**config.mk**
```make
export PLATFORM = sky130hd
export DESIGN_NAME = sorted_unique_set_table
export DESIGN_NICKNAME = d
export VERILOG_FILES = /design/src/hdl/sut_pkg.sv /design/src/hdl/sorted_unique_set_table.sv /design/src/hdl/sut_ram.sv /design/src/hdl/sut_datapath.sv /design/src/hdl/sut_controller.sv
export SDC_FILE = /design/constraint.sdc
export NUM_CORES = 2
export LEC_CHECK = 0
export BUFFER_PORTS_ARGS = -buffer_cell sky130_fd_sc_hd__buf_2
export CORE_ASPECT_RATIO = 1.4
export CORE_UTILIZATION = 60
export CTS_BUF_LIST = sky130_fd_sc_hd__clkbuf_4 sky130_fd_sc_hd__clkbuf_8
export DETAILED_ROUTE_END_ITERATION = 10
export PLACE_DENSITY = 0.73
export SLEW_MARGIN = 20
export SYNTH_ARGS = -nofsm -noshare
export SYNTH_HDL_FRONTEND = slang
export SYNTH_SLANG_ARGS = --single-unit
```
**constraint.sdc**
```tcl
create_clock -name i_clk -period 7.25 [get_ports i_clk]
set_clock_uncertainty 0.15 [all_clocks]
set_input_delay 1.45 -clock i_clk [delete_from_list [all_inputs] [get_ports i_clk]]
set_output_delay 1.45 -clock i_clk [all_outputs]
set_load 0.05 [all_outputs]
```
**src/hdl/sut_pkg.sv**
```systemverilog
package sut_pkg;

    // Table geometry
    localparam int DEPTH   = 64;
    localparam int ADDR_W  = $clog2(DEPTH);
    localparam int COUNT_W = 7;
    localparam int VALUE_W = 32;

    // Requested operation of one input beat
    typedef enum logic [1:0] {
        ACT_INSERT = 2'd0,
        ACT_REMOVE = 2'd1,
        ACT_LOOKUP = 2'd2
    } t_action;

    // Result status codes
    typedef enum logic [2:0] {
        ST_OK       = 3'd0,
        ST_DUP      = 3'd1,
        ST_FULL     = 3'd2,
        ST_EMPTY    = 3'd3,
        ST_NOTFOUND = 3'd4
    } t_status;

    // Source of the result value
    typedef enum logic [1:0] {
        VSEL_ZERO    = 2'd0,
        VSEL_OPERAND = 2'd1,
        VSEL_RDATA   = 2'd2
    } t_vsel;

    // Controller to datapath commands
    typedef struct packed {
        logic    load;      // capture input beat, open search window
        logic    probe;     // read entry at search midpoint
        logic    eval;      // narrow search window from read data
        logic    shift_rd;  // read next entry to move up one place
        logic    place;     // write operand at insert position, count up
        logic    pop_rd;    // read top entry
        logic    pop;       // count down
        logic    emit;      // load result register
        t_status status;
        t_vsel   vsel;
    } t_dp_cmd;

    // Datapath to controller status
    typedef struct packed {
        t_action action;
        logic    full;
        logic    empty;
        logic    search_open;
        logic    found;
        logic    shift_more;
        logic    out_free;
    } t_dp_stat;

endpackage

```
**src/hdl/sorted_unique_set_table.sv**
```systemverilog
// Sorted set table: holds up to 64 distinct signed 32-bit values in ascending
// order in a RAM with one read port, one write port and registered read. One
// beat is handled at a time; a new beat is taken while the previous result
// still waits on the output. A lookup binary-searches the table with up to 7
// probes; each probe reads the RAM at the search midpoint and then compares
// the read data. An insert runs the same search and, if the value is new,
// moves every entry above the insert position up one place, one entry per
// cycle through the RAM ports, then places the operand. A remove reads the
// top entry, returns it and counts down. Inserting into a full table answers
// "full" before any search; entries above the count are never read, so the
// RAM needs no clearing.
module sorted_unique_set_table import sut_pkg::*; (
    input  logic                      i_clk,
    input  logic                      i_rst_n,
    input  logic                      i_in_valid,
    output logic                      o_in_stall,
    input  logic [1:0]                i_action,
    input  logic signed [VALUE_W-1:0] i_operand_value,
    output logic                      o_out_valid,
    input  logic                      i_out_stall,
    output logic [2:0]                o_status,
    output logic signed [VALUE_W-1:0] o_result_value,
    output logic [COUNT_W-1:0]        o_entry_count
);

    t_dp_cmd  w_cmd;
    t_dp_stat w_stat;

    sut_controller u_ctrl (
        .i_clk      (i_clk),
        .i_rst_n    (i_rst_n),
        .i_in_valid (i_in_valid),
        .o_in_stall (o_in_stall),
        .i_stat     (w_stat),
        .o_cmd      (w_cmd)
    );

    sut_datapath u_dp (
        .i_clk           (i_clk),
        .i_rst_n         (i_rst_n),
        .i_action        (i_action),
        .i_operand_value (i_operand_value),
        .i_cmd           (w_cmd),
        .o_stat          (w_stat),
        .i_out_stall     (i_out_stall),
        .o_out_valid     (o_out_valid),
        .o_status        (o_status),
        .o_result_value  (o_result_value),
        .o_entry_count   (o_entry_count)
    );

`ifndef SYNTH
    // Result count never exceeds the table size
    a_count_range: assert property (@(posedge i_clk) disable iff (!i_rst_n)
        o_out_valid |-> (o_entry_count <= COUNT_W'(DEPTH)))
        else $error("entry count above table depth");

    // A full refusal only comes from a full table
    a_full_count: assert property (@(posedge i_clk) disable iff (!i_rst_n)
        (o_out_valid && (o_status == ST_FULL)) |-> (o_entry_count == COUNT_W'(DEPTH)))
        else $error("full status with table not full");

    // Result register is loaded only when it is free
    a_emit_free: assert property (@(posedge i_clk) disable iff (!i_rst_n)
        w_cmd.emit |-> w_stat.out_free)
        else $error("result beat overwritten");

    // Search reads stay inside the open window
    a_probe_open: assert property (@(posedge i_clk) disable iff (!i_rst_n)
        w_cmd.probe |-> w_stat.search_open)
        else $error("probe issued with empty search window");
`endif

endmodule

```
**src/hdl/sut_ram.sv**
```systemverilog
module sut_ram #(
    parameter int WIDTH = 32,
    parameter int DEPTH = 64
) (
    input  logic                     i_clk,
    input  logic                     i_we,
    input  logic [$clog2(DEPTH)-1:0] i_waddr,
    input  logic [WIDTH-1:0]         i_wdata,
    input  logic                     i_re,
    input  logic [$clog2(DEPTH)-1:0] i_raddr,
    output logic [WIDTH-1:0]         o_rdata
);

    logic [WIDTH-1:0] r_mem [DEPTH];
    logic [WIDTH-1:0] r_rdata;

    // Single write port, registered read that holds when idle
    always_ff @(posedge i_clk) begin
        if (i_we) begin
            r_mem[i_waddr] <= i_wdata;
        end
        if (i_re) begin
            r_rdata <= r_mem[i_raddr];
        end
    end

    assign o_rdata = r_rdata;

endmodule

```
**src/hdl/sut_datapath.sv**
```systemverilog
module sut_datapath import sut_pkg::*; (
    input  logic                      i_clk,
    input  logic                      i_rst_n,
    input  logic [1:0]                i_action,
    input  logic signed [VALUE_W-1:0] i_operand_value,
    input  t_dp_cmd                   i_cmd,
    output t_dp_stat                  o_stat,
    input  logic                      i_out_stall,
    output logic                      o_out_valid,
    output logic [2:0]                o_status,
    output logic signed [VALUE_W-1:0] o_result_value,
    output logic [COUNT_W-1:0]        o_entry_count
);

    // Control state
    logic [COUNT_W-1:0]        r_count;
    logic                      r_wv;
    logic                      r_out_valid;

    // Operation payload
    t_action                   r_action;
    logic signed [VALUE_W-1:0] r_value;
    logic [COUNT_W-1:0]        r_lo;
    logic [COUNT_W-1:0]        r_hi;
    logic                      r_found;
    logic [COUNT_W-1:0]        r_ptr;
    logic [ADDR_W-1:0]         r_wa;
    t_status                   r_out_status;
    logic signed [VALUE_W-1:0] r_out_value;
    logic [COUNT_W-1:0]        r_out_count;

    // RAM ports
    logic                      w_re;
    logic [ADDR_W-1:0]         w_raddr;
    logic                      w_we;
    logic [ADDR_W-1:0]         w_waddr;
    logic [VALUE_W-1:0]        w_wdata;
    logic [VALUE_W-1:0]        w_rdata;

    // Search midpoint and helpers
    logic [COUNT_W:0]          w_sum;
    logic [COUNT_W-1:0]        w_mid;
    logic [COUNT_W-1:0]        w_ptr_dec;
    logic [COUNT_W-1:0]        w_count_dec;
    logic signed [VALUE_W-1:0] w_sel_value;

    assign w_sum       = {1'b0, r_lo} + {1'b0, r_hi};
    assign w_mid       = w_sum[COUNT_W:1];
    assign w_ptr_dec   = r_ptr - COUNT_W'(1);
    assign w_count_dec = r_count - COUNT_W'(1);

    // Read address: search probe, shift source or top entry
    always_comb begin
        w_re    = i_cmd.probe | i_cmd.shift_rd | i_cmd.pop_rd;
        w_raddr = w_mid[ADDR_W-1:0];
        if (i_cmd.shift_rd) begin
            w_raddr = w_ptr_dec[ADDR_W-1:0];
        end else if (i_cmd.pop_rd) begin
            w_raddr = w_count_dec[ADDR_W-1:0];
        end
    end

    // Write address: operand at insert slot, else a moved entry one place up
    always_comb begin
        w_we    = i_cmd.place | r_wv;
        w_waddr = r_wa;
        w_wdata = w_rdata;
        if (i_cmd.place) begin
            w_waddr = r_lo[ADDR_W-1:0];
            w_wdata = r_value;
        end
    end

    sut_ram #(
        .WIDTH (VALUE_W),
        .DEPTH (DEPTH)
    ) u_ram (
        .i_clk   (i_clk),
        .i_we    (w_we),
        .i_waddr (w_waddr),
        .i_wdata (w_wdata),
        .i_re    (w_re),
        .i_raddr (w_raddr),
        .o_rdata (w_rdata)
    );

    // Result value select
    always_comb begin
        unique case (i_cmd.vsel)
            VSEL_OPERAND: w_sel_value = r_value;
            VSEL_RDATA:   w_sel_value = w_rdata;
            default:      w_sel_value = '0;
        endcase
    end

    // Count, pending shift write, result beat valid
    always_ff @(posedge i_clk) begin
        if (!i_rst_n) begin
            r_count     <= '0;
            r_wv        <= 1'b0;
            r_out_valid <= 1'b0;
        end else begin
            r_wv <= i_cmd.shift_rd;
            if (i_cmd.place) begin
                r_count <= r_count + COUNT_W'(1);
            end else if (i_cmd.pop) begin
                r_count <= w_count_dec;
            end
            if (i_cmd.emit) begin
                r_out_valid <= 1'b1;
            end else if (!i_out_stall) begin
                r_out_valid <= 1'b0;
            end
        end
    end

    // Operation payload and search window
    always_ff @(posedge i_clk) begin
        if (i_cmd.load) begin
            r_action <= t_action'(i_action);
            r_value  <= i_operand_value;
            r_lo     <= '0;
            r_hi     <= r_count;
            r_found  <= 1'b0;
            r_ptr    <= r_count;
        end
        if (i_cmd.eval) begin
            if ($signed(w_rdata) < r_value) begin
                r_lo <= w_mid + COUNT_W'(1);
            end else begin
                r_hi <= w_mid;
            end
            if (w_rdata == r_value) begin
                r_found <= 1'b1;
            end
        end
        if (i_cmd.shift_rd) begin
            r_ptr <= w_ptr_dec;
            r_wa  <= r_ptr[ADDR_W-1:0];
        end
        if (i_cmd.emit) begin
            r_out_status <= i_cmd.status;
            r_out_value  <= w_sel_value;
            r_out_count  <= r_count;
        end
    end

    // Status to controller
    always_comb begin
        o_stat.action      = r_action;
        o_stat.full        = (r_count >= COUNT_W'(DEPTH));
        o_stat.empty       = (r_count == '0);
        o_stat.search_open = (r_lo < r_hi);
        o_stat.found       = r_found;
        o_stat.shift_more  = (r_ptr > r_lo);
        o_stat.out_free    = !r_out_valid || !i_out_stall;
    end

    assign o_out_valid    = r_out_valid;
    assign o_status       = r_out_status;
    assign o_result_value = r_out_value;
    assign o_entry_count  = r_out_count;

endmodule

```
**src/hdl/sut_controller.sv**
```systemverilog
module sut_controller import sut_pkg::*; (
    input  logic     i_clk,
    input  logic     i_rst_n,
    input  logic     i_in_valid,
    output logic     o_in_stall,
    input  t_dp_stat i_stat,
    output t_dp_cmd  o_cmd
);

    typedef enum logic [2:0] {
        S_IDLE,
        S_START,
        S_PROBE,
        S_EVAL,
        S_SHIFT,
        S_PLACE,
        S_POP,
        S_FIN
    } t_state;

    t_state  r_state,      n_state;
    t_status r_fin_status, n_fin_status;
    t_vsel   r_fin_vsel,   n_fin_vsel;

    // Next state and commands
    always_comb begin
        n_state      = r_state;
        n_fin_status = r_fin_status;
        n_fin_vsel   = r_fin_vsel;
        o_cmd        = '0;
        o_cmd.status = r_fin_status;
        o_cmd.vsel   = r_fin_vsel;
        unique case (r_state)
            S_IDLE: begin
                if (i_in_valid) begin
                    o_cmd.load = 1'b1;
                    n_state    = S_START;
                end
            end
            S_START: begin
                n_state      = S_FIN;
                n_fin_status = ST_OK;
                n_fin_vsel   = VSEL_ZERO;
                unique case (i_stat.action)
                    ACT_INSERT: begin
                        if (i_stat.full) begin
                            n_fin_status = ST_FULL;
                        end else begin
                            n_state = S_PROBE;
                        end
                    end
                    ACT_REMOVE: begin
                        if (i_stat.empty) begin
                            n_fin_status = ST_EMPTY;
                        end else begin
                            o_cmd.pop_rd = 1'b1;
                            n_state      = S_POP;
                        end
                    end
                    ACT_LOOKUP: n_state = S_PROBE;
                    default:    n_state = S_FIN;
                endcase
            end
            // Binary search for the lower bound of the operand
            S_PROBE: begin
                if (i_stat.search_open) begin
                    o_cmd.probe = 1'b1;
                    n_state     = S_EVAL;
                end else if (i_stat.action == ACT_INSERT) begin
                    if (i_stat.found) begin
                        n_state      = S_FIN;
                        n_fin_status = ST_DUP;
                        n_fin_vsel   = VSEL_ZERO;
                    end else begin
                        n_state = S_SHIFT;
                    end
                end else begin
                    n_state      = S_FIN;
                    n_fin_status = i_stat.found ? ST_OK : ST_NOTFOUND;
                    n_fin_vsel   = i_stat.found ? VSEL_OPERAND : VSEL_ZERO;
                end
            end
            S_EVAL: begin
                o_cmd.eval = 1'b1;
                n_state    = S_PROBE;
            end
            // Move larger entries up, one per cycle, top first
            S_SHIFT: begin
                if (i_stat.shift_more) begin
                    o_cmd.shift_rd = 1'b1;
                end else begin
                    n_state = S_PLACE;
                end
            end
            S_PLACE: begin
                o_cmd.place  = 1'b1;
                n_state      = S_FIN;
                n_fin_status = ST_OK;
                n_fin_vsel   = VSEL_ZERO;
            end
            S_POP: begin
                o_cmd.pop    = 1'b1;
                n_state      = S_FIN;
                n_fin_status = ST_OK;
                n_fin_vsel   = VSEL_RDATA;
            end
            // Hand the result to the output register once it is free
            S_FIN: begin
                if (i_stat.out_free) begin
                    o_cmd.emit = 1'b1;
                    n_state    = S_IDLE;
                end
            end
            default: n_state = S_IDLE;
        endcase
    end

    always_ff @(posedge i_clk) begin
        if (!i_rst_n) begin
            r_state      <= S_IDLE;
            r_fin_status <= ST_OK;
            r_fin_vsel   <= VSEL_ZERO;
        end else begin
            r_state      <= n_state;
            r_fin_status <= n_fin_status;
            r_fin_vsel   <= n_fin_vsel;
        end
    end

    assign o_in_stall = (r_state != S_IDLE);

endmodule
```
==> flow_summary.yaml <==
grt:
  antenna_found_initial: 16
  grt_max_degree: 155
  grt_first_pass_wirelength_mm: 362
  grt_overflow_total: 0
  globalRouteTotalUtil_pct: 34.1
  via_count_of_the_first_global_routing_pass: 54443
layout:
  share_of_post_route_cells_with_drive_strength_above_1_pct: 14.1
  final_net_count: 6350
  area_growth_pct: 11.2
  fin_util_pct: 67.5
  final_area_um2: 97800
clock_network:
  cts_made_buffers: 324
  worstSkewPairLatency_ns: 1.06
  worst_setup_hold_path_clk_slew_ns: 0.06
  cts_hold_buffers: 0
  cts-root-buf: "sky130_fd_sc_hd__clkbuf_8"
  post_cts.repair.setup_buffers: 0
  clockBufferDepth: 4
  clock_sinks: 2201
  clock_tree_from_tritoncts: "built"
  ctsResizeCount: 0
  cts_max_level: 5
placement:
  hpwl_mm: 146
  place.port_buffers: 81
  pre_cts_slack_ns: 1.32
  place.gp.congestion: 0.969
  post_dp_cell_area_um2: 91900
sta:
  worst_pin_slew_ns: 1.25
  rsz0062_at_grt: "no"
  setup_total_negative_slack_ns: 0
  timing.slew.headroom_pct: 15.9
  number_of_failing_hold_endpoints_at_the_final_stage: 0
  fmaxAchievable_mhz: 169
  final_cycle_utilization_of_the_critical_path_pct: 81.8
  setup_slack_ns: 1.32
  maxSlewViolCount: 0
  finalSetupViolCount: 0
  period_needed_ns: 5.93
floorplanning:
  boundaryPins: 82
  floorplan.die_area_um2: 148000
  placeableCoreArea_um2: 145000
  std_cell_rows: 165
  floorplan.die.height_um: 455
  die_w_um: 326
  floorplan.initialDensity_pct: 60.7
critical_path:
  critPathLaunchType: "flop"
  rr_worst_depth: 12
  r2r_start: "u_dp.r_count[0]"
  timing.critical_path.fanout_max: 120
  crit_startpoint: "u_dp.r_count[0]"
  worstReg2RegEnd: "u_dp.u_ram.o_rdata[22]"
  worstPathRequired_ns: 7.88
  endpoint_kind: "flop"
  timing.setup.critical_path_class: "flop to flop"
  arrival_ns: 6.56
  reg2reg_setup_slack_ns: 1.32
  crit_path_end: "u_dp.u_ram.o_rdata[22]"
synth:
  synth-warning-count: 0
  synth_compound_gate_area_share_pct: 8.04
  synthSimpleGateAreaFrac_pct: 9.71
  synth_top_family_by_area: "simple AND/OR/NAND/NOR gates"
  ys.flop_type: "sky130_fd_sc_hd__edfxtp_1"
  synthAdderAreaFrac_pct: 0.905
  post_synth_xor_area_fraction_pct: 0.169
  synth-seq-cells: 2201
  synth_mux_area_share_pct: 4.08
  syn_avg_cell_area_um2: 14.6
  share_of_synthesized_area_occupied_by_flip_flops_and_latches_pct: 74.8
  synth.distinct_cells: 74
  synth_area_um2: 87900
  post_synth_edffs: 2169
  synth_nets: 6135
  post_synth_inst_count: 6034
  synth-async-reset-ratio_pct: 0
pwr:
  max-vdd-ir-drop_uv: 300
  cellPowerDensity_nw_per_um2: 356
  static-leakage-power_nw: 32.5
  post_layout_total_power_w: 0.0348
drt:
  routedWlPerCell_um: 30.4
  viasPerCell: 6.72
  final_antenna_net_count: 0
  drt_first_pass_iters: 9
  post_detailed_route_drc_marker_count: 0
  drc_violation_total_after_the_first_tritonroute_iteration: 7701
  finalWirelength_mm: 255
  route.vias.total: 56359
run_status:
  outcome: "completed"
job:
  maxCapViolations: 0
hold_path:
  type_of_the_most_critical_hold_path: "flop to flop"
-- report_power, final --
group | switching (W) | internal [W]
Combinational | 0.00706 | 0.00264
Clock | 0.00454 | 0.00483
Sequential | 0.000294 | 0.0155
Total | 0.0119 | 0.0229
-- cell families (layout without fill, tap and decap cells) --
| kind of cell | after synthesis | count (layout) |
|---|---|---|
| flops | 2201 | 2201 |
| compound gates | 1009 | 1009 |
| xor+xnor | 17 | 17 |
| mux | 355 | 355 |
| fa+ha+maj | 63 | 63 |
| other cells | 0 | 4 |
| simple gates | 1914 | 1914 |
| buf+inv | 475 | 908 |
-- cell type report --
type / instances / area (um2)
Inverter: 71 / 267
Fill cell: 9760 / 47100
Multi-Input combinational cell: 3358 / 21200
Timing Repair Buffer: 293 / 2290
Antenna cell: 4 / 10.0
Clock inverter: 102 / 454
Tap cell: 1920 / 2400
Clock buffer: 442 / 5410
Sequential cell: 2201 / 65800
-- per-layer routing --
metal / GRT usage [%] / wire length, um / share of wire [%]
met1: 42.1 / 87100 / 34
met2: 55.4 / 123000 / 48
met3: 6.70 / 27800 / 11
met4: 22.1 / 17000 / 6.6
met5: 0 / 177 / 0.069
-- synthesized netlist by cell type, types with 64 or more instances --
library cell / instances / area [um2]
sky130_fd_sc_hd__edfxtp_1: 2169 / 65100
sky130_fd_sc_hd__nand2_1: 1150 / 4320
sky130_fd_sc_hd__a21oi_1: 349 / 1750
sky130_fd_sc_hd__mux2i_1: 345 / 3450
sky130_fd_sc_hd__nand3_1: 282 / 1410
sky130_fd_sc_hd__a221oi_1: 235 / 2060
sky130_fd_sc_hd__clkbuf_1: 234 / 878
sky130_fd_sc_hd__nor2_1: 132 / 495
sky130_fd_sc_hd__buf_2: 118 / 591
sky130_fd_sc_hd__nand4_1: 83 / 519
sky130_fd_sc_hd__a32oi_1: 71 / 622
sky130_fd_sc_hd__inv_1: 71 / 267
sky130_fd_sc_hd__and3_1: 66 / 413
sky130_fd_sc_hd__nor4_1: 64 / 400
-- how the worst min path moves through the flow --
stage / startpoint / to / slack, ns / cells after the start
after floorplan: u_ctrl.r_fin_status[1] / u_dp.o_status[1] / 0.25 / 0
after global placement: u_ctrl.r_fin_status[1] / u_dp.o_status[1] / 0.27 / 0
after detailed placement: u_ctrl.r_fin_status[1] / u_dp.o_status[1] / 0.27 / 0
after CTS: u_ctrl.r_fin_status[0] / u_dp.o_status[0] / 0.29 / 0
after global routing: u_ctrl.r_fin_status[0] / u_dp.o_status[0] / 0.31 / 0
final: u_ctrl.r_fin_status[0] / u_dp.o_status[0] / 0.28 / 0
-- critical path, stage by stage (launching register included) --
cell                       delay, ns
sky130_fd_sc_hd__dfxtp_1        0.37
sky130_fd_sc_hd__inv_1          0.24
sky130_fd_sc_hd__ha_1           0.19
sky130_fd_sc_hd__or4b_4         0.50
sky130_fd_sc_hd__o31ai_4        0.37
sky130_fd_sc_hd__mux2i_1        0.47
sky130_fd_sc_hd__mux2_8         0.75
sky130_fd_sc_hd__buf_12         0.37
sky130_fd_sc_hd__buf_12         0.32
sky130_fd_sc_hd__a221oi_1       0.19
sky130_fd_sc_hd__nor4_1         0.82
sky130_fd_sc_hd__o22ai_1        0.24
sky130_fd_sc_hd__or3_1          0.41
-- metrics by stage --
stage / hold WS [ns] / cells
3_3_place_gp: 0.268 / 7839
6_report: 0.285 / 8391
5_1_grt: 0.312 / 8388
2_1_floorplan: 0.252 / 6034
3_5_place_dp: 0.268 / 7841
4_1_cts: 0.285 / 8385
-- state kept, by name, indices dropped and copies added, names as in the netlist --
register             cells
u_dp.r_action            2
u_dp.r_value            32
u_ctrl.r_fin_vsel        2
u_dp.r_count             7
u_dp.o_status            3
u_dp.r_found             1
u_dp.u_ram.o_rdata      32
u_dp.r_hi                7
u_dp.r_lo                7
u_dp.r_ptr               7
u_dp.o_entry_count       7
u_dp.u_ram.r_mem      2048
u_dp.r_wv                1
u_dp.o_out_valid         1
u_dp.r_wa                6
u_ctrl.r_fin_status      3
u_ctrl.r_state           3
u_dp.o_result_value     32
-- layout by cell type (no fill, tap or decap), types with 32 or more instances in the layout --
cell type | netlist | final
sky130_fd_sc_hd__nand3_1 | 282 | 282
sky130_fd_sc_hd__mux2i_1 | 345 | 344
sky130_fd_sc_hd__buf_4 | 8 | 187
sky130_fd_sc_hd__o22ai_1 | 32 | 32
sky130_fd_sc_hd__a32oi_1 | 71 | 71
sky130_fd_sc_hd__nand4_1 | 83 | 83
sky130_fd_sc_hd__o21ai_4 | 0 | 32
sky130_fd_sc_hd__and3_1 | 66 | 66
sky130_fd_sc_hd__clkinv_1 | 0 | 73
sky130_fd_sc_hd__clkbuf_4 | 0 | 108
sky130_fd_sc_hd__a22oi_1 | 42 | 42
sky130_fd_sc_hd__nand2_1 | 1150 | 1148
sky130_fd_sc_hd__edfxtp_1 | 2169 | 2169
sky130_fd_sc_hd__or3_1 | 33 | 32
sky130_fd_sc_hd__buf_2 | 118 | 82
sky130_fd_sc_hd__nor2_4 | 0 | 69
sky130_fd_sc_hd__ha_1 | 62 | 62
sky130_fd_sc_hd__a311oi_1 | 60 | 60
sky130_fd_sc_hd__nor4_1 | 64 | 64
sky130_fd_sc_hd__a221oi_1 | 235 | 235
sky130_fd_sc_hd__a21oi_1 | 349 | 347
sky130_fd_sc_hd__nor2_1 | 132 | 64
sky130_fd_sc_hd__clkbuf_8 | 0 | 334
sky130_fd_sc_hd__dfxtp_1 | 32 | 32
sky130_fd_sc_hd__inv_1 | 71 | 71
Note: power is estimated with default switching activity, not from simulation.
